File: src/tty_output_post_processing_unit_assert.svh
`ifndef TTY_OUTPUT_POST_PROCESSING_UNIT_ASSERT_SVH
`define TTY_OUTPUT_POST_PROCESSING_UNIT_ASSERT_SVH

// same-cycle implication, checked out of reset
`define TOPP_ASSERT_SAME(label, ante, cons) \
  label: assert property (@(posedge clk_i) disable iff (!rst_ni) (ante) |-> (cons)) \
    else $error("topp assertion failed");

// next-cycle implication, checked out of reset
`define TOPP_ASSERT_NEXT(label, ante, cons) \
  label: assert property (@(posedge clk_i) disable iff (!rst_ni) (ante) |=> (cons)) \
    else $error("topp assertion failed");

`endif

File: src/topp_pkg.sv
package topp_pkg;

  localparam int unsigned TAB_WIDTH   = 8;
  localparam int unsigned MAX_RESULTS = 8;
  localparam int unsigned TAB_BITS    = $clog2(TAB_WIDTH);
  localparam int unsigned STEP_W      = $clog2(TAB_WIDTH + 1);
  localparam int unsigned CNT_W       = $clog2(MAX_RESULTS + 1);

  localparam logic [7:0] CH_BS    = 8'h08;
  localparam logic [7:0] CH_TAB   = 8'h09;
  localparam logic [7:0] CH_NL    = 8'h0A;
  localparam logic [7:0] CH_CR    = 8'h0D;
  localparam logic [7:0] CH_SPACE = 8'h20;

  localparam logic [7:0] CR_DLY_SHORT = 8'd80;
  localparam logic [7:0] CR_DLY_LONG  = 8'd160;
  localparam logic [7:0] NL_DLY_SHORT = 8'd10;
  localparam logic [7:0] NL_DLY_LONG  = 8'd100;

  typedef enum logic [2:0] {
    REG_RAW_MODE      = 3'd0,
    REG_MAP_NEWLINE   = 3'd1,
    REG_EXPAND_TABS   = 3'd2,
    REG_CR_DELAY_MODE = 3'd3,
    REG_NL_DELAY_MODE = 3'd4
  } reg_idx_e;

  typedef enum logic [1:0] {
    DLY_NONE  = 2'd0,
    DLY_SHORT = 2'd1,
    DLY_LONG  = 2'd2
  } dly_mode_e;

  typedef struct packed {
    logic       raw_mode;
    logic       map_newline;
    logic       expand_tabs;
    logic [1:0] cr_delay_mode;
    logic [1:0] nl_delay_mode;
  } cfg_t;

  // one decoded byte: head result, then cnt-1 copies of the tail result
  typedef struct packed {
    logic [7:0]       head_char;
    logic [7:0]       head_delay;
    logic [7:0]       tail_char;
    logic [7:0]       tail_delay;
    logic [CNT_W-1:0] cnt;
  } job_t;

  function automatic logic [7:0] cr_delay(input logic [1:0] mode);
    logic [7:0] d;
    case (mode)
      DLY_SHORT: d = CR_DLY_SHORT;
      DLY_LONG:  d = CR_DLY_LONG;
      default:   d = 8'd0;
    endcase
    return d;
  endfunction

  function automatic logic [7:0] nl_delay(input logic [1:0] mode);
    logic [7:0] d;
    case (mode)
      DLY_SHORT: d = NL_DLY_SHORT;
      DLY_LONG:  d = NL_DLY_LONG;
      default:   d = 8'd0;
    endcase
    return d;
  endfunction

endpackage

File: src/topp_decode.sv
module topp_decode import topp_pkg::*; (
  input  logic [7:0]  char_i,
  input  cfg_t        cfg_i,
  input  logic [7:0]  column_i,
  output job_t        job_o,
  output logic [7:0]  column_o,
  output logic        line_inc_o
);

  logic [TAB_BITS-1:0] tab_rem;
  logic [STEP_W-1:0]   tab_step;

  // distance to the next tab stop, 1..TAB_WIDTH
  assign tab_rem  = column_i[TAB_BITS-1:0];
  assign tab_step = STEP_W'(TAB_WIDTH) - STEP_W'(tab_rem);

  always_comb begin
    job_o.head_char  = char_i;
    job_o.head_delay = 8'd0;
    job_o.tail_char  = char_i;
    job_o.tail_delay = 8'd0;
    job_o.cnt        = CNT_W'(1);
    column_o         = column_i + 8'd1;
    line_inc_o       = 1'b0;
    if (!cfg_i.raw_mode) begin
      case (char_i)
        CH_TAB: begin
          column_o = column_i + 8'(tab_step);
          if (cfg_i.expand_tabs) begin
            job_o.head_char = CH_SPACE;
            job_o.tail_char = CH_SPACE;
            if (tab_step > STEP_W'(MAX_RESULTS)) begin
              job_o.cnt = CNT_W'(MAX_RESULTS);
            end else begin
              job_o.cnt = CNT_W'(tab_step);
            end
          end
        end
        CH_BS: begin
          column_o = (column_i == 8'd0) ? 8'd0 : column_i - 8'd1;
        end
        CH_NL: begin
          job_o.head_delay = nl_delay(cfg_i.nl_delay_mode);
          line_inc_o       = 1'b1;
          column_o         = column_i;
          if (cfg_i.map_newline) begin
            job_o.tail_char  = CH_CR;
            job_o.tail_delay = cr_delay(cfg_i.cr_delay_mode);
            job_o.cnt        = CNT_W'(2);
            column_o         = 8'd0;
          end
        end
        CH_CR: begin
          job_o.head_delay = cr_delay(cfg_i.cr_delay_mode);
          column_o         = 8'd0;
        end
        default: begin
          column_o = column_i + 8'd1;
        end
      endcase
    end
  end

endmodule

File: src/tty_output_post_processing_unit.sv
// Terminal output post-processor: takes one byte per request from the transmit
// queue and emits the device bytes for it, one per output request, keeping a
// column and a line count. A byte is decoded into a short job (one result,
// newline followed by carriage return, or up to eight spaces for an expanded
// tab) held in an input register, and its results leave from an output
// register, so its first result passes through both registers. While the
// receiver keeps up, a new byte is taken every cycle if each yields one
// result, and the output register sends one byte per cycle; a byte with
// several results stalls the input until its final result moves to the
// output register. last_o marks the final result of each input byte and
// delay_ms_o is the wait the device owes after a newline or carriage return.
// The user must write configuration through the cfg port only while the block
// is idle; the block does not enforce this. The cfg port is always ready.
module tty_output_post_processing_unit import topp_pkg::*; (
  input  logic       clk_i,
  input  logic       rst_ni,
  // input byte channel
  input  logic       in_valid_i,
  output logic       in_stall_o,
  input  logic [7:0] in_char_i,
  // device byte channel
  output logic       out_valid_o,
  input  logic       out_stall_i,
  output logic [7:0] out_char_o,
  output logic [7:0] delay_ms_o,
  output logic       last_o,
  // configuration write channel
  input  logic       cfg_valid_i,
  output logic       cfg_ready_o,
  input  logic [2:0] cfg_index_i,
  input  logic [7:0] cfg_data_i
);

  cfg_t        cfg_q, cfg_d;
  logic [7:0]  column_q, column_d;
  logic [15:0] line_q, line_d;

  logic        job_valid_q, job_valid_d;
  job_t        job_q, job_d;
  job_t        dec_job;
  logic [7:0]  dec_column;
  logic        dec_line_inc;

  logic        out_valid_q, out_valid_d;
  logic [7:0]  out_char_q, out_char_d;
  logic [7:0]  out_delay_q, out_delay_d;
  logic        out_last_q, out_last_d;

  logic        out_free;
  logic        job_take;
  logic        job_done;
  logic        in_fire;

  // output register can load when empty or being taken this cycle
  assign out_free = !out_valid_q || !out_stall_i;
  assign job_take = job_valid_q && out_free;
  // job register frees when its final result moves to the output register
  assign job_done = job_take && (job_q.cnt == CNT_W'(1));

  assign in_stall_o = job_valid_q && !job_done;
  assign in_fire    = in_valid_i && !in_stall_o;

  assign cfg_ready_o = 1'b1;

  topp_decode u_decode (
    .char_i     (in_char_i),
    .cfg_i      (cfg_q),
    .column_i   (column_q),
    .job_o      (dec_job),
    .column_o   (dec_column),
    .line_inc_o (dec_line_inc)
  );

  // configuration registers, values masked to their width
  always_comb begin
    cfg_d = cfg_q;
    if (cfg_valid_i) begin
      case (cfg_index_i)
        REG_RAW_MODE:      cfg_d.raw_mode      = cfg_data_i[0];
        REG_MAP_NEWLINE:   cfg_d.map_newline   = cfg_data_i[0];
        REG_EXPAND_TABS:   cfg_d.expand_tabs   = cfg_data_i[0];
        REG_CR_DELAY_MODE: cfg_d.cr_delay_mode = cfg_data_i[1:0];
        REG_NL_DELAY_MODE: cfg_d.nl_delay_mode = cfg_data_i[1:0];
        default:           cfg_d = cfg_q;
      endcase
    end
  end

  // column and line count follow each accepted byte
  always_comb begin
    column_d = column_q;
    line_d   = line_q;
    if (in_fire) begin
      column_d = dec_column;
      line_d   = line_q + 16'(dec_line_inc);
    end
  end

  // job register: load a decoded byte, or step to the tail result
  always_comb begin
    job_valid_d = job_valid_q;
    job_d       = job_q;
    if (in_fire) begin
      job_valid_d = 1'b1;
      job_d       = dec_job;
    end else if (job_done) begin
      job_valid_d = 1'b0;
    end else if (job_take) begin
      job_d.head_char  = job_q.tail_char;
      job_d.head_delay = job_q.tail_delay;
      job_d.cnt        = job_q.cnt - CNT_W'(1);
    end
  end

  // output register
  always_comb begin
    out_valid_d = out_valid_q;
    out_char_d  = out_char_q;
    out_delay_d = out_delay_q;
    out_last_d  = out_last_q;
    if (out_free) begin
      out_valid_d = job_valid_q;
      out_char_d  = job_q.head_char;
      out_delay_d = job_q.head_delay;
      out_last_d  = (job_q.cnt == CNT_W'(1));
    end
  end

  always_ff @(posedge clk_i or negedge rst_ni) begin
    if (!rst_ni) begin
      cfg_q       <= '{raw_mode: 1'b0, map_newline: 1'b1, expand_tabs: 1'b0,
                       cr_delay_mode: DLY_NONE, nl_delay_mode: DLY_NONE};
      column_q    <= 8'd0;
      line_q      <= 16'd0;
      job_valid_q <= 1'b0;
      out_valid_q <= 1'b0;
    end else begin
      cfg_q       <= cfg_d;
      column_q    <= column_d;
      line_q      <= line_d;
      job_valid_q <= job_valid_d;
      out_valid_q <= out_valid_d;
    end
  end

  // payload registers
  always_ff @(posedge clk_i) begin
    job_q       <= job_d;
    out_char_q  <= out_char_d;
    out_delay_q <= out_delay_d;
    out_last_q  <= out_last_d;
  end

  assign out_valid_o = out_valid_q;
  assign out_char_o  = out_char_q;
  assign delay_ms_o  = out_delay_q;
  assign last_o      = out_last_q;

`include "tty_output_post_processing_unit_assert.svh"

  // a held job always has results left to send
  `TOPP_ASSERT_SAME(a_job_cnt_nonzero, job_valid_q, job_q.cnt != CNT_W'(0))
  // a byte is taken over a busy job only as that job hands over its last result
  `TOPP_ASSERT_SAME(a_in_only_on_done, in_fire && job_valid_q,
                    out_free && job_q.cnt == CNT_W'(1))
  // a non-final result taken is followed straight away by the next one
  `TOPP_ASSERT_NEXT(a_no_gap_in_item, out_valid_q && !out_stall_i && !out_last_q,
                    out_valid_q)
  // carriage return in cooked mode clears the column
  `TOPP_ASSERT_NEXT(a_cr_clears_column, in_fire && !cfg_q.raw_mode && in_char_i == CH_CR,
                    column_q == 8'd0)

endmodule

File: config.mk
export PLATFORM = sky130hd
export DESIGN_NAME = tty_output_post_processing_unit
export DESIGN_NICKNAME = d
export VERILOG_FILES = /design/src/topp_pkg.sv /design/src/topp_decode.sv /design/src/tty_output_post_processing_unit.sv
export VERILOG_INCLUDE_DIRS = /design/src /design/src/src
export SDC_FILE = /design/constraint.sdc
export NUM_CORES = 1
export LEC_CHECK = 0
export BUFFER_PORTS_ARGS = -buffer_cell sky130_fd_sc_hd__buf_2
export CAP_MARGIN = 5
export CORE_UTILIZATION = 23
export CTS_BUF_LIST = sky130_fd_sc_hd__clkbuf_4 sky130_fd_sc_hd__clkbuf_8
export DETAILED_ROUTE_END_ITERATION = 8
export PLACE_DENSITY_LB_ADDON = 0.15
export SYNTH_ARGS = -nofsm -noshare
export SYNTH_HDL_FRONTEND = slang
export SYNTH_SLANG_ARGS = --single-unit
File: constraint.sdc
create_clock -name clk_i -period 2.95 [get_ports clk_i]
set_input_delay 0.59 -clock clk_i [delete_from_list [all_inputs] [get_ports clk_i]]
set_output_delay 0.59 -clock clk_i [all_outputs]
set_load 0.02 [all_outputs]
==> flow_metrics.tcl, run 1 <==
set metrics [dict create \
    status "complete, no violations" \
    holdCritPathClass "primary input to async pin" \
    finalWorstSetupSlack_ns 0.423 \
    clockBufferDepth 2 \
    power.leakage_uw 0.00140 \
    rsz0062_at_grt "no" \
    clkTransAtPathRegs_ns 0.07 \
    cp_data_required_time_ns 3.22 \
    cpPeakStageDelay_ns 0.46 \
    netlist_instances 267 \
    first_iter_violations 97 \
    finalSetupViolations 0 \
    grt_max_degree 18 \
    yosysMostFrequentCell "edfxtp_1" \
    grt_pass1_vias 2149 \
    final_layout_size_suffix_gt1_frac 0.265 \
    synthFlopType "edfxtp_1" \
    rr_endpoint "column_q[6]$_DFFE_PN0P_" \
    antenna_found_initial 0 \
    ios 44 \
    fin_util 0.277 \
    start_util 0.236 \
    dieArea_um2 14100 \
    cts_root_buf "clkbuf_8" \
    crit_path_end_kind "flip-flop" \
    async_flop_share 0.283 \
    skew_ns 0.00734 \
    slew_headroom 0.583 \
    die_y_um 119 \
    power_density_nw_per_um2 731 \
    grt_pass1_wl_um 11200 \
    synth.top_cells.by_count "edfxtp_1 (43), nand2_1 (18), nor2_1 (17)" \
    die_w_um 119 \
    insertion_delay_ns 0.34 \
    drt-total-wl_um 6830 \
    cts_max_level 3 \
    nets 337 \
    syn_area_um2 3140 \
    syn_to_final_growth_pct 17.3 \
    synth_top_area_frac 0.412 \
    port_buffers 35 \
    period_share 0.857 \
    ant_nets 0 \
    dp_hpwl_um 4830 \
    synth_edf_count 43 \
    cts_setup_buffers 0 \
    ir_drop_mv 0.248 \
    slew_violations 0 \
    fp-row-count 42 \
    crit_slowest_cell "dfrtp_1" \
    route.vias.total 2147 \
    start_kind "flip-flop" \
    cts_tree "built" \
    syn_nets 298 \
    synth_area_leaders "edfxtp_1 (41%), dfrtp_1 (13%), mux2_2 (4.3%)" \
    yosysUniqueCellTypes 70 \
    rrSetupSlack_ns 0.42 \
    arrival_ns 2.80 \
    synth-seq-cells 60 \
    fmax_mhz 396 \
    finalHoldViolCount 0 \
    fillCellCount 1403 \
    wl_per_cell_um 14.1 \
    rr_startpoint "column_q[0]$_DFFE_PN0P_" \
    routed_via_density 4.43 \
    dp_slack_ns 0.422 \
    core_um2 13300 \
    tightestPinTransition_ns 0.625 \
    numCtsBuffers 9 \
    worstPathCellList "inv_1 -> ha_1 -> ha_1 -> xnor2_1 -> a221o_1 -> nor2b_1 -> o221ai_1 -> o21ai_0 -> a31oi_1" \
    cts-resized-gates 0 \
    clock_sinks 60 \
    cp_common_cell "ha_1" \
    worstPathMaxFanout 7 \
    drc 0 \
    gp_congestion 0.774 \
    cap_viol_max_count 0 \
    finalCriticalPeriod_ns 2.53 \
    drt_first_pass_iters 6 \
    ff2ff_path_depth 9 \
    antennaDiodeCount 0 \
    synth.avg_cell_area_um2 11.7 \
    critPathKind "flip-flop to flip-flop" \
    grt_usage 0.105 \
    grt_overflow 0 \
    synth_top_cell_by_area "edfxtp_1" \
    synth_warnings 0 \
    ys_seq_area_frac 0.548 \
    cts_hold_buf 0 \
    tns_ns 0 \
]
metal layers:
layer	global-route usage	part of all wire	up-vias
met4	0.0483	0.012	0
met2	0.166	0.47	37
met5	0	0	-
met3	0.0333	0.031	9
li1	-	-	1058
met1	0.131	0.49	1043
cell type report:
type	count	area, um^2	area share
flip-flops and latches	60	1720	0.467
multi-input cells	180	1290	0.352
repair buffers	41	220	0.0598
well taps	176	220	0.0598
clock buffers	10	131	0.0357
clock inverters	4	42.5	0.0116
inverters	14	52.6	0.0143
through the flow:
step / instance area [um^2] / total power, uW / instances / hold WS [ns]
after floorplan: 3140 / 1790 / 267 / 0.294
after global placement: 3510 / 2020 / 471 / 0.401
after detailed placement: 3510 / 2020 / 471 / 0.405
after CTS: 3680 / 2740 / 485 / 0.180
after global routing: 3680 / 2880 / 485 / 0.210
final: 3680 / 2690 / 485 / 0.184
report_power, final:
part           switching [uW]  total (uW)  internal, uW
clock network             308         690           383
registers                 109        1210          1100
logic                     464         789           325
cell families (layout without fill, tap and decap cells):
family          Yosys count  count (layout)  synth area share
buf+inv                  27              69            0.0407
simple gates             93              93             0.176
flops                    60              60             0.548
mux                      15              15            0.0535
other cells               2               2           0.00239
compound gates           55              55             0.129
fa+ha+maj                 7               7            0.0279
xor+xnor                  8               8            0.0223
flip-flops by register name (all words and copies together), names as in the netlist:
register / flops
job_valid_q: 1
out_valid_o: 1
last_o: 1
job_q: 28
delay_ms_o: 6
cfg_q: 7
column_q: 8
out_char_o: 8
critical path, delay by kind of cell (launching register included):
| kind | cells | cell delay, ns |
|---|---|---|
| buffers and inverters | 1 | 0.15 |
| flip-flops | 1 | 0.46 |
| AO/OA/AOI/OAI | 4 | 0.79 |
| XOR/XNOR | 1 | 0.19 |
| AND/OR/NAND/NOR | 1 | 0.15 |
| adder cells (fa/ha/maj) | 2 | 0.72 |
how the worst max path moves through the flow:
stage | start | to | slack [ns] | cells past startpoint
6_report | column_q[0]$_DFFE_PN0P_ | column_q[6]$_DFFE_PN0P_ | 0.42 | 9
5_1_grt | column_q[0]$_DFFE_PN0P_ | column_q[4]$_DFFE_PN0P_ | 0.18 | 9
4_1_cts | job_q[1]$_DFFE_PP_ | in_stall_o | 0.38 | 6
3_5_place_dp | in_char_i[7] | column_q[7]$_DFFE_PN0P_ | 0.42 | 7
3_3_place_gp | column_q[0]$_DFFE_PN0P_ | column_q[6]$_DFFE_PN0P_ | 0.40 | 9
2_1_floorplan | column_q[2]$_DFFE_PN0P_ | column_q[6]$_DFFE_PN0P_ | 0.54 | 10
placed cells by master, fill, tap and decap left out, types with 7 or more instances in the layout:
cell      netlist  layout
buf_2           3      35
nand2_1        18      18
clkbuf_8        0       9
a21oi_1        14      13
ha_1            7       7
dfrtp_1        16      16
o21ai_0         9       9
nand3_1         8       8
mux2_2         12      12
inv_1          13      13
edfxtp_1       43      43
nor2_1         17      17
(Power assumes the default switching activity.)
==> inputs of run 2 (changes only) <==
Settings changed: CELL_PAD_IN_SITES_DETAIL_PLACEMENT set to 0, CELL_PAD_IN_SITES_GLOBAL_PLACEMENT set to 1, RECOVER_POWER set to 100.
==> run 2 against run 1 <==
Net effect: fmax decreased by 4.1%; register-to-register slack got worse by 0.11 ns; clock power decreased by 5.9%; critical path depth decreased by 2; sequential cell count unchanged; routed wire length increased by 5.7%; final cell count increased by 0.82%; global-route usage increased by 0.59 points; setup slack got worse by 0.11 ns; combinational power decreased by 0.9%; design area decreased by 1.9%; critical path type unchanged; critical endpoint is now job_q[31]$_DFFE_PP_.
==> flow_metrics.tcl, run 2 (synthesis gave the netlist of run 1 again) <==
set metrics [dict create \
    grt_pass1_vias 2155 \
    tns_ns 0 \
    grt_pass1_wl_um 11800 \
    hold_depth 0 \
    critPathLaunch "job_q[1]$_DFFE_PP_" \
    grt_usage 0.111 \
    power.total_uw 2640 \
    period_share 0.894 \
    crit_end "job_q[31]$_DFFE_PP_" \
    power_density_nw_per_um2 731 \
    cts_root_buf "clkbuf_8" \
    cts_hold_buf 0 \
    ios 44 \
    tightestPinTransition_ns 1.12 \
    cpPeakStageDelay_ns 0.44 \
    numCtsBuffers 9 \
    fmax_mhz 379 \
    dp_slack_ns 0.368 \
    routed_via_density 4.39 \
    fp-row-count 42 \
    cts_tree "built" \
    grt_overflow 0 \
    arrival_ns 2.73 \
    nets 339 \
    whs_ns 0.411 \
    cts-resized-gates 0 \
    rr_startpoint "job_q[1]$_DFFE_PP_" \
    power.leakage_uw 0.00133 \
    worstPathCellList "inv_1 -> ha_1 -> or3b_1 -> o21ai_4 -> nand2_1 -> inv_1 -> mux2_2" \
    worstPathMaxFanout 14 \
    ant_nets 0 \
    wl_per_cell_um 14.8 \
    start_util 0.236 \
    finalCriticalPeriod_ns 2.64 \
    holdCritPathClass "flip-flop to flip-flop" \
    slew_violations 0 \
    ir_drop_mv 0.244 \
    finalSetupViolations 0 \
    multi_input_area_um2 1250 \
    clkTransAtPathRegs_ns 0.07 \
    seqPwrFrac 0.458 \
    rrSetupSlack_ns 0.31 \
    start_kind "flip-flop" \
    gp_congestion 0.740 \
    p_clk_frac 0.246 \
    slew_headroom 0.253 \
    largest_reg_flops 28 \
    ff2ff_path_depth 7 \
    power.internal_uw 1730 \
    seq_area_um2 1720 \
    mostFrequentLayoutCell "edfxtp_1" \
    antennaDiodeCount 0 \
    die_w_um 119 \
    drc 0 \
    syn_to_final_growth_pct 15.1 \
    cts_max_level 3 \
    rr_endpoint "job_q[31]$_DFFE_PP_" \
    die_y_um 119 \
    pwr-share-comb 0.296 \
    first_iter_violations 68 \
    clockBufferDepth 2 \
    cp_data_required_time_ns 3.04 \
    finalWorstSetupSlack_ns 0.314 \
    cp_common_cell "inv_1" \
    p_sw_uw 910 \
    skew_ns 0.0137 \
    dp_hpwl_um 5070 \
    rsz0062_at_grt "no" \
    grt_max_degree 18 \
    final_cell_mix "edfxtp_1 (43), clkbuf_1 (26), nand2_1 (19)" \
    swShare 0.345 \
    status "complete, no violations" \
    drt-total-wl_um 7220 \
    cts_setup_buffers 0 \
    top_register "job_q" \
    cap_viol_max_count 0 \
    dieArea_um2 14100 \
    final_layout_size_suffix_gt1_frac 0.169 \
    crit_path_end_kind "flip-flop" \
    route.vias.total 2146 \
    fillCellCount 1417 \
    insertion_delay_ns 0.35 \
    antenna_found_initial 0 \
    critPathKind "flip-flop to flip-flop" \
    crit_slowest_cell "inv_1" \
    finalHoldViolCount 0 \
    fin_util 0.272 \
    clock_sinks 60 \
    core_um2 13300 \
    drt_first_pass_iters 4 \
    port_buffers 35 \
]
## run 2: cell count changes in the layout (fill, tap and decap cells not counted), sizes merged
cell,previous run,this run
buf,41,17
clkbuf,10,37
bufinv,1,0
clkinvlp,0,2
## run 2: power groups by stage
stage / Combinational [uW] / Sequential (uW) / Clock [uW]
after global placement: 813 / 1230 / 0
final: 782 / 1210 / 649
after global routing: 879 / 1230 / 706
after CTS: 819 / 1210 / 680
after detailed placement: 813 / 1230 / 0
after floorplan: 563 / 1230 / 0
## run 2: worst min-delay path by stage
stage | from | endpoint | slack (ns)
finish | job_q[23]$_SDFFCE_PP0P_ | delay_ms_o[3]$_DFFE_PN_ | 0.41
global route | job_q[23]$_SDFFCE_PP0P_ | delay_ms_o[3]$_DFFE_PN_ | 0.42
CTS | rst_ni | column_q[4]$_DFFE_PN0P_ | 0.18
detailed placement | job_q[28]$_DFFE_PP_ | out_char_o[0]$_DFFE_PN_ | 0.41
global placement | job_q[34]$_DFFE_PP_ | out_char_o[6]$_DFFE_PN_ | 0.40
floorplan | rst_ni | cfg_q[0]$_DFFE_PN0P_ | 0.29
## run 2: critical path, delay by kind of cell, from the launching register on
family                     cells  cell delay, ns
and+or+nand+nor                2            0.64
buffers and inverters          2            0.53
DFF                            1            0.39
muxes                          1            0.39
AOI/OAI and AO/OA              1            0.29
adders and majority gates      1            0.14
## run 2: final cells by class
cell class                 instances  area share
sequential                        60       0.476
clock buffer                      11      0.0385
tap                              176      0.0610
clock inverter                     5     0.00797
inverter                          14      0.0146
multi-input combinational        180       0.348
timing repair buffer              43      0.0547
## run 2: metrics by stage
step	area (um^2)	cells
2_1_floorplan	3140	267
3_3_place_gp	3520	473
3_5_place_dp	3520	473
4_1_cts	3690	489
5_1_grt	3610	489
6_report	3610	489
## run 2: layer usage
metal	vias to the layer above	global-route usage	routed length, um
met5	-	0	0
met2	48	0.170	3240
li1	1070	-	-
met4	0	0.0601	182
met1	1015	0.142	3510
met3	13	0.0309	277
